[src/rtl/seven_segment_scan_sequencer_defines.svh]
// Assertion macros for the seven-segment scan sequencer.
// No dependencies; included by the top level only.
`ifndef SEVEN_SEGMENT_SCAN_SEQUENCER_DEFINES_SVH
`define SEVEN_SEGMENT_SCAN_SEQUENCER_DEFINES_SVH

// Same-cycle implication, checked out of reset.
`define SEVSEG_ASSERT_IMP(label, ante, cons) \
    label: assert property (@(posedge aclk) disable iff (!aresetn) (ante) |-> (cons)) \
        else $error("seven_segment_scan_sequencer: same-cycle check failed");

// Next-cycle implication, checked out of reset.
`define SEVSEG_ASSERT_NXT(label, ante, cons) \
    label: assert property (@(posedge aclk) disable iff (!aresetn) (ante) |=> (cons)) \
        else $error("seven_segment_scan_sequencer: next-cycle check failed");

`endif

[src/rtl/sevseg_pkg.sv]
// Shared types, codes, constants and lookup tables of the seven-segment scan sequencer.
// No dependencies.
package sevseg_pkg;

    localparam int DIGIT_COUNT_DEF = 13;

    // Operation codes
    localparam logic [2:0] OP_INIT  = 3'd0;
    localparam logic [2:0] OP_SET   = 3'd1;
    localparam logic [2:0] OP_SETALL = 3'd2;
    localparam logic [2:0] OP_READ  = 3'd3;
    localparam logic [2:0] OP_TICK  = 3'd4;
    localparam logic [2:0] OP_REPLY = 3'd5;

    // Configuration register indexes
    localparam logic CFG_ENABLE_MASK = 1'b0;
    localparam logic CFG_DOT_POS     = 1'b1;

    localparam logic [12:0] ENABLE_MASK_RST = 13'h1FFF;
    localparam logic [11:0] DOT_POS_RST     = 12'd650;

    localparam logic [7:0] DATA_REG  = 8'h48;
    localparam logic [7:0] READ_REG  = 8'hDD;
    localparam logic [7:0] DOT_AND   = 8'hFD;
    localparam logic [7:0] BLANK     = 8'hFF;
    localparam logic [7:0] SEG_CODES = 8'd12;
    localparam logic [3:0] FRAME_DIV = 4'd10;

    localparam logic [3:0] WORDS_INIT = 4'd8;
    localparam logic [3:0] WORDS_TICK = 4'd5;
    localparam logic [3:0] WORDS_ONE  = 4'd1;
    localparam logic [3:0] WORDS_NONE = 4'd0;

    typedef struct packed {
        logic       take;      // latch the accepted item and apply its state update
        logic       emit;      // load word word_idx into the output register
        logic       last;      // the emitted word ends the item
        logic [2:0] word_idx;
    } sevseg_cmd_t;

    typedef struct packed {
        logic       out_free;   // output register can take a word this cycle
        logic [3:0] word_total; // words owed by the latched item
    } sevseg_sts_t;

    function automatic logic [7:0] strobe_reg(input logic [3:0] d);
        logic [7:0] r;
        case (d)
            4'd0:    r = 8'h3B;
            4'd1:    r = 8'h3A;
            4'd2:    r = 8'h39;
            4'd3:    r = 8'h38;
            4'd4:    r = 8'h37;
            4'd5:    r = 8'h36;
            4'd6:    r = 8'h30;
            4'd7:    r = 8'h31;
            4'd8:    r = 8'h32;
            4'd9:    r = 8'h33;
            4'd10:   r = 8'h35;
            4'd11:   r = 8'h34;
            4'd12:   r = 8'h26;
            default: r = 8'h00;
        endcase
        return r;
    endfunction

    function automatic logic [7:0] seg_pattern(input logic [3:0] code);
        logic [7:0] p;
        case (code)
            4'd0:    p = 8'h06;
            4'd1:    p = 8'h5F;
            4'd2:    p = 8'h2A;
            4'd3:    p = 8'h0B;
            4'd4:    p = 8'h53;
            4'd5:    p = 8'h83;
            4'd6:    p = 8'h82;
            4'd7:    p = 8'h1F;
            4'd8:    p = 8'h02;
            4'd9:    p = 8'h03;
            4'd10:   p = 8'h00;
            4'd11:   p = 8'h00;
            default: p = BLANK;
        endcase
        return p;
    endfunction

    // Expander set-up sequence: {register, data}
    function automatic logic [15:0] init_word(input logic [2:0] k);
        logic [15:0] w;
        case (k)
            3'd0:    w = {8'h04, 8'h01};
            3'd1:    w = {8'h0A, 8'h55};
            3'd2:    w = {8'h0B, 8'h55};
            3'd3:    w = {8'h0C, 8'h55};
            3'd4:    w = {8'h0D, 8'h55};
            3'd5:    w = {8'h0E, 8'h55};
            3'd6:    w = {8'h09, 8'h55};
            default: w = {8'h0F, 8'hFF};
        endcase
        return w;
    endfunction

endpackage

[src/rtl/seven_segment_scan_sequencer.sv]
// Each item is taken while the controller is idle and is registered in the item latch;
// its words are then registered in the output register. An item owes N words (8 init,
// 5 tick, 1 read or reply, 0 otherwise), one word per cycle from the sequencer counter
// while the output register is free, else it waits on m_tready; no new item is taken until the current one is done.
// Reset (aresetn low, synchronous): digit store and pointers cleared, mask 8191,
// dot positions 650, no result pending.
`include "seven_segment_scan_sequencer_defines.svh"

module seven_segment_scan_sequencer #(
    parameter int DIGIT_COUNT = sevseg_pkg::DIGIT_COUNT_DEF
) (
    input  logic        aclk,
    input  logic        aresetn,
    input  logic        s_tvalid,
    output logic        s_tready,
    input  logic [23:0] s_tdata,   // digit_index[3:0], digit_value[11:4], reply_byte[19:12]
    input  logic [2:0]  s_tuser,   // operation[2:0]
    input  logic        cfg_we,
    input  logic        cfg_index,
    input  logic [12:0] cfg_wdata,
    output logic        m_tvalid,
    input  logic        m_tready,
    output logic [31:0] m_tdata,   // word_register[7:0], word_data[15:8], read_value[23:16],
                                   // knob_phase[25:24], button_pressed[26]
    output logic [1:0]  m_tuser,   // word_valid[0], frame_pulse[1]
    output logic        m_tlast
);
    import sevseg_pkg::*;

    sevseg_cmd_t cmd;
    sevseg_sts_t sts;

    sevseg_ctrl u_ctrl (
        .aclk     (aclk),
        .aresetn  (aresetn),
        .s_tvalid (s_tvalid),
        .s_tready (s_tready),
        .sts      (sts),
        .cmd      (cmd)
    );

    sevseg_datapath #(
        .DIGIT_COUNT (DIGIT_COUNT)
    ) u_dp (
        .aclk      (aclk),
        .aresetn   (aresetn),
        .cmd       (cmd),
        .sts       (sts),
        .s_tdata   (s_tdata),
        .s_tuser   (s_tuser),
        .cfg_we    (cfg_we),
        .cfg_index (cfg_index),
        .cfg_wdata (cfg_wdata),
        .m_tready  (m_tready),
        .m_tvalid  (m_tvalid),
        .m_tdata   (m_tdata),
        .m_tuser   (m_tuser),
        .m_tlast   (m_tlast)
    );

    `SEVSEG_ASSERT_NXT(a_take_blocks_input, s_tvalid && s_tready, !s_tready)
    `SEVSEG_ASSERT_IMP(a_emit_needs_room, cmd.emit, sts.out_free && !s_tready)
    `SEVSEG_ASSERT_NXT(a_last_frees_input, cmd.emit && cmd.last, s_tready && m_tvalid && m_tlast)

endmodule

[src/rtl/sevseg_ctrl.sv]
// Controller of the seven-segment scan sequencer: accepts one item, then
// steps the datapath through the item's words. Depends on sevseg_pkg.
module sevseg_ctrl (
    input  logic                    aclk,
    input  logic                    aresetn,
    input  logic                    s_tvalid,
    output logic                    s_tready,
    input  sevseg_pkg::sevseg_sts_t sts,
    output sevseg_pkg::sevseg_cmd_t cmd
);
    import sevseg_pkg::*;

    localparam logic ST_IDLE = 1'b0;
    localparam logic ST_RUN  = 1'b1;

    logic       state_reg, state_next;
    logic [2:0] cnt_reg, cnt_next;
    logic       is_last;

    assign is_last = ({1'b0, cnt_reg} == (sts.word_total - 4'd1));

    always_comb begin
        state_next   = state_reg;
        cnt_next     = cnt_reg;
        s_tready     = 1'b0;
        cmd          = '0;
        cmd.word_idx = cnt_reg;
        case (state_reg)
            ST_IDLE: begin
                s_tready = 1'b1;
                if (s_tvalid) begin
                    cmd.take   = 1'b1;
                    cnt_next   = 3'd0;
                    state_next = ST_RUN;
                end
            end
            ST_RUN: begin
                if (sts.word_total == WORDS_NONE) begin
                    state_next = ST_IDLE;
                end else if (sts.out_free) begin
                    cmd.emit = 1'b1;
                    cmd.last = is_last;
                    cnt_next = cnt_reg + 3'd1;
                    if (is_last) begin
                        state_next = ST_IDLE;
                    end
                end
            end
            default: begin
                state_next = ST_IDLE;
            end
        endcase
    end

    always_ff @(posedge aclk) begin
        if (!aresetn) begin
            state_reg <= ST_IDLE;
            cnt_reg   <= 3'd0;
        end else begin
            state_reg <= state_next;
            cnt_reg   <= cnt_next;
        end
    end

endmodule

[src/rtl/sevseg_datapath.sv]
// Datapath of the seven-segment scan sequencer: digit store, scan pointer,
// configuration registers, word builder and output register. Depends on sevseg_pkg.
module sevseg_datapath #(
    parameter int DIGIT_COUNT = sevseg_pkg::DIGIT_COUNT_DEF
) (
    input  logic                    aclk,
    input  logic                    aresetn,
    input  sevseg_pkg::sevseg_cmd_t cmd,
    output sevseg_pkg::sevseg_sts_t sts,
    input  logic [23:0]             s_tdata,
    input  logic [2:0]              s_tuser,
    input  logic                    cfg_we,
    input  logic                    cfg_index,
    input  logic [12:0]             cfg_wdata,
    input  logic                    m_tready,
    output logic                    m_tvalid,
    output logic [31:0]             m_tdata,
    output logic [1:0]              m_tuser,
    output logic                    m_tlast
);
    import sevseg_pkg::*;

    localparam int         IDX_W      = (DIGIT_COUNT > 1) ? $clog2(DIGIT_COUNT) : 1;
    localparam logic [IDX_W-1:0] LAST_DIGIT = IDX_W'(DIGIT_COUNT - 1);
    localparam logic [4:0] DC_W       = 5'(DIGIT_COUNT);

    // Configuration
    logic [12:0] mask_reg;
    logic [11:0] dot_reg;

    // Digit store and scan state
    logic [7:0]       store_reg [DIGIT_COUNT];
    logic [IDX_W-1:0] cur_reg, old_reg, new_reg;
    logic [3:0]       scan_reg;
    logic             fp_reg;

    // Latched item
    logic [2:0] op_reg;
    logic [3:0] idx_reg;
    logic [7:0] rep_reg;

    // Output register
    logic        mvalid_reg;
    logic [31:0] mdata_reg;
    logic [1:0]  muser_reg;
    logic        mlast_reg;

    logic [2:0]       in_op;
    logic [3:0]       in_idx;
    logic [7:0]       in_val, in_rep;
    logic             in_idx_ok, idx_ok;
    logic [IDX_W-1:0] old_d, new_d;
    logic [3:0]       scan_inc;

    logic [IDX_W-1:0] rd_addr;
    logic [7:0]       rd_byte;
    logic [15:0]      dot_ext, mask_ext;
    logic [7:0]       pattern;
    logic [15:0]      iw;

    logic [7:0] w_reg, w_data, w_rdval;
    logic       w_valid, w_btn, w_fp;
    logic [1:0] w_knob;

    assign in_op     = s_tuser;
    assign in_idx    = s_tdata[3:0];
    assign in_val    = s_tdata[11:4];
    assign in_rep    = s_tdata[19:12];
    assign in_idx_ok = ({1'b0, in_idx} < DC_W);
    assign idx_ok    = ({1'b0, idx_reg} < DC_W);

    // Pointer advance; an out-of-range pointer counts as the last digit
    always_comb begin
        old_d    = (cur_reg > LAST_DIGIT) ? LAST_DIGIT : cur_reg;
        new_d    = (old_d == LAST_DIGIT) ? '0 : IDX_W'(old_d + 1'b1);
        scan_inc = scan_reg + 4'd1;
    end

    always_ff @(posedge aclk) begin
        if (!aresetn) begin
            mask_reg <= ENABLE_MASK_RST;
            dot_reg  <= DOT_POS_RST;
            cur_reg  <= '0;
            scan_reg <= 4'd0;
            for (int i = 0; i < DIGIT_COUNT; i++) begin
                store_reg[i] <= 8'd0;
            end
        end else begin
            if (cfg_we) begin
                if (cfg_index == CFG_ENABLE_MASK) begin
                    mask_reg <= cfg_wdata;
                end else begin
                    dot_reg <= cfg_wdata[11:0];
                end
            end
            if (cmd.take) begin
                case (in_op)
                    OP_SET: begin
                        if (in_idx_ok) begin
                            store_reg[in_idx[IDX_W-1:0]] <= in_val;
                        end
                    end
                    OP_SETALL: begin
                        for (int i = 0; i < DIGIT_COUNT; i++) begin
                            store_reg[i] <= in_val;
                        end
                    end
                    OP_TICK: begin
                        cur_reg <= new_d;
                        if (new_d == '0) begin
                            scan_reg <= (scan_inc >= FRAME_DIV) ? 4'd0 : scan_inc;
                        end
                    end
                    default: begin
                    end
                endcase
            end
        end
    end

    // Item latch
    always_ff @(posedge aclk) begin
        if (!aresetn) begin
            op_reg <= OP_INIT;
        end else if (cmd.take) begin
            op_reg <= in_op;
        end
    end

    always_ff @(posedge aclk) begin
        if (cmd.take) begin
            idx_reg <= in_idx;
            rep_reg <= in_rep;
            old_reg <= old_d;
            new_reg <= new_d;
            fp_reg  <= (new_d == '0) && (scan_inc >= FRAME_DIV);
        end
    end

    // Single read port: read digit addresses the item's index, tick the new digit
    assign rd_addr  = (op_reg == OP_READ) ? idx_reg[IDX_W-1:0] : new_reg;
    assign rd_byte  = store_reg[rd_addr];
    assign dot_ext  = {4'd0, dot_reg};
    assign mask_ext = {3'd0, mask_reg};
    assign iw       = init_word(cmd.word_idx);

    always_comb begin
        if (new_reg == LAST_DIGIT) begin
            pattern = rd_byte;
        end else if (rd_byte >= SEG_CODES) begin
            pattern = BLANK;
        end else begin
            pattern = seg_pattern(rd_byte[3:0]) &
                      (dot_ext[4'(new_reg)] ? DOT_AND : 8'hFF);
        end
    end

    always_comb begin
        w_reg   = 8'd0;
        w_data  = 8'd0;
        w_valid = 1'b0;
        w_rdval = 8'd0;
        w_knob  = 2'd0;
        w_btn   = 1'b0;
        w_fp    = 1'b0;
        case (op_reg)
            OP_INIT: begin
                w_valid = 1'b1;
                w_reg   = iw[15:8];
                w_data  = iw[7:0];
            end
            OP_READ: begin
                w_rdval = idx_ok ? rd_byte : BLANK;
            end
            OP_TICK: begin
                w_valid = 1'b1;
                w_fp    = fp_reg;
                case (cmd.word_idx)
                    3'd0: begin
                        w_reg = strobe_reg(4'(old_reg));
                    end
                    3'd1: begin
                        w_reg  = DATA_REG;
                        w_data = pattern;
                    end
                    3'd2: begin
                        w_reg  = strobe_reg(4'(new_reg));
                        w_data = {7'd0, mask_ext[4'(new_reg)]};
                    end
                    3'd3: begin
                        w_reg = READ_REG;
                    end
                    default: begin
                    end
                endcase
            end
            OP_REPLY: begin
                w_knob = ~rep_reg[2:1];
                w_btn  = ~rep_reg[0];
            end
            default: begin
            end
        endcase
    end

    always_comb begin
        sts.out_free = !mvalid_reg || m_tready;
        case (op_reg)
            OP_INIT:  sts.word_total = WORDS_INIT;
            OP_TICK:  sts.word_total = WORDS_TICK;
            OP_READ:  sts.word_total = WORDS_ONE;
            OP_REPLY: sts.word_total = WORDS_ONE;
            default:  sts.word_total = WORDS_NONE;
        endcase
    end

    // Output register: hold until the transfer completes
    always_ff @(posedge aclk) begin
        if (!aresetn) begin
            mvalid_reg <= 1'b0;
        end else if (cmd.emit) begin
            mvalid_reg <= 1'b1;
        end else if (m_tready) begin
            mvalid_reg <= 1'b0;
        end
    end

    always_ff @(posedge aclk) begin
        if (cmd.emit) begin
            mdata_reg <= {5'd0, w_btn, w_knob, w_rdval, w_data, w_reg};
            muser_reg <= {w_fp, w_valid};
            mlast_reg <= cmd.last;
        end
    end

    assign m_tvalid = mvalid_reg;
    assign m_tdata  = mdata_reg;
    assign m_tuser  = muser_reg;
    assign m_tlast  = mlast_reg;

endmodule
[config.mk]
export PLATFORM = sky130hd
export DESIGN_NAME = seven_segment_scan_sequencer
export DESIGN_NICKNAME = d
export VERILOG_FILES = /design/src/rtl/sevseg_pkg.sv /design/src/rtl/seven_segment_scan_sequencer.sv /design/src/rtl/sevseg_ctrl.sv /design/src/rtl/sevseg_datapath.sv
export VERILOG_INCLUDE_DIRS = /design/src /design/src/rtl
export SDC_FILE = /design/constraint.sdc
export NUM_CORES = 1
export LEC_CHECK = 0
export ABC_AREA = 1
export BUFFER_PORTS_ARGS = -buffer_cell sky130_fd_sc_hd__buf_4
export CAP_MARGIN = 40
export CORE_AREA = 2 2 142 144
export CTS_CLUSTER_SIZE = 14
export DETAILED_ROUTE_END_ITERATION = 10
export DIE_AREA = 0 0 144 146
export PLACE_DENSITY = 0.83
export SYNTH_ARGS = -nofsm -noshare
export SYNTH_HDL_FRONTEND = slang
export SYNTH_SLANG_ARGS = --single-unit
[constraint.sdc]
create_clock -name aclk -period 5.5 [get_ports aclk]
set_input_delay 1.1 -clock aclk [delete_from_list [all_inputs] [get_ports aclk]]
set_output_delay 1.1 -clock aclk [all_outputs]
set_load 0.01 [all_outputs]
-- Word-level counts from Yosys, hierarchy flattened
Memory sizes are Yosys's and may differ from the RTL's. A register that Yosys moved wholly into a read port is not among the register bits.
Cells that the tools add are included.
- output and inout bits: 37
- bits in read-only memories: 320
- memories: 4
- input bits: 46
- flip-flop bits (word level): 87
- memory bits (writable): 104
- latch bits: 0
- shift operators: 0
- $lt $le $gt $ge: 6
- multiply operators: 0
- bitwise gates (word level): 19
- equality and inequality tests: 18
- muxes and demuxes: 65
- div/mod/pow operators: 0
- add/sub/neg operators: 4
- reductions and logical operators: 17
- memories (name ; depth ; width ; read ports ; clocked after memory_dff ; wr ports ; RTL line ; RTL):
    (no name shown) ; 16 ; 8 ; 1 ; 0 ; 0 ; sevseg_pkg.sv:69 ; case (code)
    u_dp.store_reg ; 13 ; 8 ; 1 ; 0 ; 13 ; sevseg_datapath.sv:32 ; logic [7:0] store_reg [DIGIT_COUNT];
    (no name shown) ; 16 ; 6 ; 1 ; 1 ; 0 ; sevseg_pkg.sv:48 ; case (d)
    (no name shown) ; 16 ; 6 ; 1 ; 1 ; 0 ; sevseg_pkg.sv:48 ;
- operators with widths (operator ; count):
    $mux W8 ; 19
    $pmux W12 S7 ; 1
    $pmux W8 S2 ; 3
    $pmux W8 S4 ; 1
    $mux W4 ; 7
    $mux W1 ; 22
    $eq A3 B3 Y1 const B ; 6
    $or A1 B1 Y1 ; 13
    $eq A3 B2 Y1 const B ; 4
    $pmux W4 S3 ; 1
    $mux W3 ; 3
    $add A4 B1 Y4 const B ; 2
    $and A8 B8 Y8 ; 1
    $bmux W1 S4 ; 2
    $eq A4 B4 Y1 const B ; 2
    $ge A8 B4 Y1 const B ; 1
    $logic_not A4 Y1 ; 2
    $lt A4 B4 Y1 const B ; 2
    $mux W2 ; 4
    $reduce_or A8 Y1 ; 1
    $eq A3 B1 Y1 const B ; 2
    $logic_not A3 Y1 ; 2
    $ne A2 B2 Y1 const B ; 3
    $pmux W3 S2 ; 1
    other kinds (17) ; 24

-- Logic depth before layout (Yosys ltp)
An unclocked memory read counts as a cell.
- word-level depth: 11
- depth in mapped cells: 20
- mapped depth without buffers: 18

-- Hierarchy
A second synthesis with hierarchy kept.
- cell total of the unflattened synthesis: 1178
- area total of the unflattened synthesis: 10724.0 µm²
- modules (own cells, without submodules) (module ; area an instance (µm²) ; seq. area each (µm²) ; cells an instance ; instances):
    sevseg_datapath ; 10363.7 ; 6206.0 ; 1119 ; 1
    sevseg_ctrl ; 360.3 ; 80.1 ; 59 ; 1

-- Worst setup path before layout
Ideal clock, no wire load.
- path type: register to register
- from: reg u_dp.op_reg[0]
- to: reg u_ctrl.cnt_reg[0]
- slack: 2.000 ns
- period minus slack after synthesis: 3.500 ns
- stages on the path, launching flop included: 13
- path buffers: 0
- arrival time: 3.366 ns
- cells stage by stage: dfxtp_1 -> nor2_1 -> inv_1 -> nor2_1 -> clkinv_1 -> ha_1 -> ha_1 -> nor2_1 -> inv_1 -> nor2_1 -> nor2_1 -> a21oi_1 -> a211oi_1
- longest elaborated chain between the ends: 6
- elaborated cells between the ends (all ways): 9
- those cells by class: 4 x eq/ne; 1 x mux; 4 x reduce/logical
- ends and longest elaborated chain (element ; RTL line ; RTL):
    start: declaration ; sevseg_datapath.sv:38 ; logic [2:0] op_reg;
    start signal: assignment ; sevseg_datapath.sv:126 ; op_reg <= in_op;
    $eq A3 B3 Y1 / $eq A3 B2 Y1 (equally long branches) ; sevseg_datapath.sv:208 ; case (op_reg)
    $reduce_or A2 Y1 (no source line) ; n/a ;
    $pmux W4 S3 * ; sevseg_datapath.sv:208 ;
    $logic_not A4 Y1 * ; sevseg_ctrl.sv:38 ; if (sts.word_total == WORDS_NONE) begin
    $ne A2 B2 Y1 (no source line) * ; n/a ;
    $reduce_and A3 Y1 (no source line) * ; n/a ;
    end signal: assignment ; sevseg_ctrl.sv:61 ; cnt_reg <= cnt_next;
    end: declaration ; sevseg_ctrl.sv:17 ; logic [2:0] cnt_reg, cnt_next;
Mark *: on every way between the ends. The rest lies on a longest branch, timed or not.
A chain may end at the register's enable or synchronous reset.

-- Final worst setup path
- from: reg u_dp.new_reg[0]
- to: reg u_dp.mdata_reg[12] (netlist: u_dp.m_tdata[12]) (data pin)
- longest elaborated chain between the ends: 10
- elaborated cells between the ends (all ways): 12
- those cells by class: 1 x order compare; 1 x eq/ne; 7 x mux; 1 x bitwise; 2 x memory
- ends and longest elaborated chain (element ; RTL line ; RTL):
    start: declaration ; sevseg_datapath.sv:33 ; logic [IDX_W-1:0] cur_reg, old_reg, new_reg;
    start signal: assignment ; sevseg_datapath.sv:135 ; new_reg <= new_d;
    $mux W4 ; sevseg_datapath.sv:141 ; assign rd_addr = (op_reg == OP_READ) ? idx_reg[IDX_W-1:0] : new_reg;
    $mem_v2 Z13 W8 ; n/a ;
    $mem_v2 Z16 W8 ; n/a ;
    $mux W8 ; sevseg_datapath.sv:150 ; end else if (rd_byte >= SEG_CODES) begin
    $mux W8 ; sevseg_datapath.sv:148 ; if (new_reg == LAST_DIGIT) begin
    $and A8 B8 Y8 ; sevseg_datapath.sv:153 ; pattern = seg_pattern(rd_byte[3:0]) &
    $mux W8 ; sevseg_datapath.sv:150 ;
    $mux W8 * ; sevseg_datapath.sv:148 ;
    $pmux W8 S2 * ; sevseg_datapath.sv:178 ; case (cmd.word_idx)
    $pmux W8 S2 * ; sevseg_datapath.sv:166 ; case (op_reg)
    named net u_dp.w_data[4] ; sevseg_datapath.sv:61 ; logic [7:0] w_reg, w_data, w_rdval;
    end signal: assignment ; sevseg_datapath.sv:230 ; mdata_reg <= {5'd0, w_btn, w_knob, w_rdval, w_data, w_reg};
    end: declaration ; sevseg_datapath.sv:44 ; logic [31:0] mdata_reg;
Mark *: on every way through the listed nets, which the timed path passes. The rest lies on a longest branch. The select of a mux whose other input is x is not followed.

==> results.json <==
{
  "setup_viol": 0,
  "required_ns": 5.75,
  "synth-async-reset-ratio_pct": 0,
  "clockPowerShare_pct": 39.1,
  "path_class": "reg2reg",
  "synth_cells": 1161,
  "hold_buffers": 0,
  "n_fill_cell": 1529,
  "drv_cap": 0,
  "cp.arrival_ns": 4.01,
  "synth_compound_area_share_pct": 7.30,
  "yosysMostFrequentCell": "nand2_1",
  "post_drt_wl_per_cell_um": 16.2,
  "start_util_pct": 54.9,
  "synth_flop_cell": "edfxtp_1",
  "yosys.area.top_type": "edfxtp_1",
  "syn-cell-area_um2": 10600,
  "die_x_um": 144,
  "status": "completed",
  "max_freq_mhz": 266,
  "vdd_drop_max_uv": 182,
  "rows": 51,
  "maxSlewHeadroom_pct": 43.1,
  "tightest_slew_ns": 0.844,
  "cts_root_buffer": "clkbuf_16",
  "path_max_fanout": 47,
  "yosys_warnings": 0,
  "hold_violations": 0,
  "finalSetupTns_ns": 0,
  "slew_viol_final": 0,
  "synth_area_per_cell_um2": 9.15,
  "p_int_w": 0.00309,
  "yosys-top-cells-area": "edfxtp_1 49%, dfxtp_1 10%, nand2_1 8.1%, nand3_1 6.5%, nor2_1 5.8%",
  "start_kind": "flip-flop",
  "p_sw_w": 0.00102,
  "clock_path_buffers": 3,
  "grt_setup_unrepaired": "no",
  "grt_antenna_before_repair": 0,
  "n_antenna_cell": 0,
  "coreArea_um2": 19300,
  "dpl.hpwl_mm": 16.4,
  "vias": 8423,
  "largest_register_ffs": 128,
  "p_per_area_nw_per_um2": 337,
  "cts_resized": 0,
  "die_area_um2": 21000,
  "grt_pass1_wl_mm": 39.2,
  "cts_inserted_buffers": 23,
  "synthAdderAreaFrac_pct": 2.00,
  "grt_start_max_net_pins": 54,
  "drive_gt1_share_pct": 11.4,
  "num-nets-final": 1314,
  "drtPass1Iterations": 6,
  "multi_input_area_um2": 3560,
  "insertion_delay_ns": 0.52,
  "seq_area_um2": 6290,
  "min_path_type": "reg2reg",
  "drtIter0Drc": 1045,
  "grt_usage_pct": 23.6,
  "areaGrowthSynthToFinish_pct": 14.7,
  "clk_pin_slew_ns": 0.06,
  "synth_top_cell_area_share_pct": 49.2,
  "antenna_left": 0,
  "synth_top_family_by_area": "simple AND/OR/NAND/NOR gates",
  "cp-end-kind": "flip-flop",
  "synth-simple-area-share_pct": 23.0,
  "gp_congestion": 0.923,
  "final_cells": 1533,
  "h-tree-depth": 1,
  "holdWs_ns": 0.458,
  "post-route-period-util_pct": 68.4,
  "vias_per_cell": 5.49,
  "synth_common_cells": "229 x nand2_1, 174 x edfxtp_1, 165 x nor2_1",
  "p_leak_nw": 5.31,
  "synth-seq-area-share_pct": 59.2,
  "synth_cell_types": 40,
  "postCtsSetupBuffers": 0,
  "drc": 0,
  "synth_seq_cells": 227,
  "synthMuxAreaShare_pct": 0,
  "grt-ovfl-total": 0,
  "clock_skew_ns": 0.0123,
  "synth-edff-count": 174,
  "wl_mm": 24.8,
  "dp.cells": 1490,
  "cts.sinks": 227,
  "combPwrFrac_pct": 11.9,
  "p_total_w": 0.00411,
  "pin_count": 83,
  "fp.dieH_um": 146,
  "cts_tree": "built",
  "port_buffers": 68,
  "switching_share_pct": 24.9,
  "pwr-share-seq_pct": 49.0,
  "synth-xor-area-share_pct": 0.247,
  "first_global_vias": 7932,
  "post-route-min-period_ns": 3.76
}
final cells by class:
| class | count | area share (%) |
|---|---|---|
| sequential | 227 | 51.6 |
| multi-input combinational | 751 | 29.3 |
| inverter | 166 | 5.12 |
| timing repair buffer | 82 | 4.95 |
| clock buffer | 25 | 4.79 |
| tap | 265 | 2.72 |
| clock inverter | 17 | 1.54 |
worst max-delay path, stage by stage (launching register included):
cell	delay, ns
edfxtp_1	0.68
nand2_2	0.35
nand2_4	0.52
buf_4	0.34
nor2_1	0.06
o211ai_1	0.22
o211ai_1	0.13
nand2_1	0.24
inv_1	0.13
ha_1	0.30
or2_1	0.24
nand2_1	0.06
nand2_1	0.05
o211ai_1	0.09
nand2_1	0.06
layer usage:
| layer | vias up | GRT usage (%) | share of wire, % |
|---|---|---|---|
| met3 | 79 | 2.86 | 9.1 |
| li1 | 3975 | - | - |
| met5 | - | 0 | 0 |
| met1 | 3867 | 32.1 | 39 |
| met4 | 0 | 10.8 | 3.9 |
| met2 | 502 | 38.0 | 48 |
placed cells by master (no fill, tap or decap), types with 9 or more instances in the layout:
cell type | netlist | final
nor3_1 | 9 | 9
edfxtp_1 | 174 | 174
buf_4 | 13 | 77
inv_1 | 152 | 152
clkbuf_16 | 0 | 23
o211ai_1 | 15 | 15
ha_1 | 17 | 17
nand2_1 | 229 | 229
dfxtp_1 | 53 | 53
nor2_1 | 165 | 164
a21oi_1 | 21 | 21
o21ai_0 | 70 | 69
nand3_1 | 138 | 138
clkinv_1 | 9 | 12
conb_1 | 1 | 29
metrics by stage:
step / cell area, µm² / worst slack (ns) / util, %
final: 12200 / 1.74 / 63.0
after global routing: 12200 / 1.47 / 63.0
after CTS: 12200 / 1.82 / 63.0
after detailed placement: 11400 / 1.69 / 59.0
after global placement: 11400 / 1.62 / 58.8
after floorplan: 10700 / 2.00 / -
logic make-up (layout without fill, tap and decap cells):
kind of cell | count (synthesis) | in the layout
AO/OA/AOI/OAI | 133 | 133
other | 1 | 29
buffers and inverters | 211 | 290
adder cells (fa/ha/maj) | 17 | 17
XOR/XNOR | 3 | 3
AND/OR/NAND/NOR | 569 | 569
flip-flops | 227 | 227
final timing paths:
kind	cells after the start	endpoint	slack [ns]	startpoint
setup / recovery	14	u_dp.m_tdata[12]$_DFFE_PP_	1.74	u_dp.new_reg[0]$_DFFE_PP_
hold / removal	2	u_dp.mask_reg[5]$_SDFFE_PN1P_	0.46	u_dp.mask_reg[5]$_SDFFE_PN1P_
setup reg to reg	14	u_dp.m_tdata[12]$_DFFE_PP_	1.74	u_dp.new_reg[0]$_DFFE_PP_
hold reg to reg	2	u_dp.mask_reg[5]$_SDFFE_PN1P_	0.46	u_dp.mask_reg[5]$_SDFFE_PN1P_
power by group through the flow:
stage | sequential, W | clock (W) | combinational (W)
3_3_place_gp | 0.00205 | 0 | 0.000457
3_5_place_dp | 0.00205 | 0 | 0.000474
6_report | 0.00201 | 0.00161 | 0.000488
4_1_cts | 0.00201 | 0.00161 | 0.000480
2_1_floorplan | 0.00205 | 0 | 0.000315
5_1_grt | 0.00202 | 0.00168 | 0.000543
(Power assumes the default switching activity.)
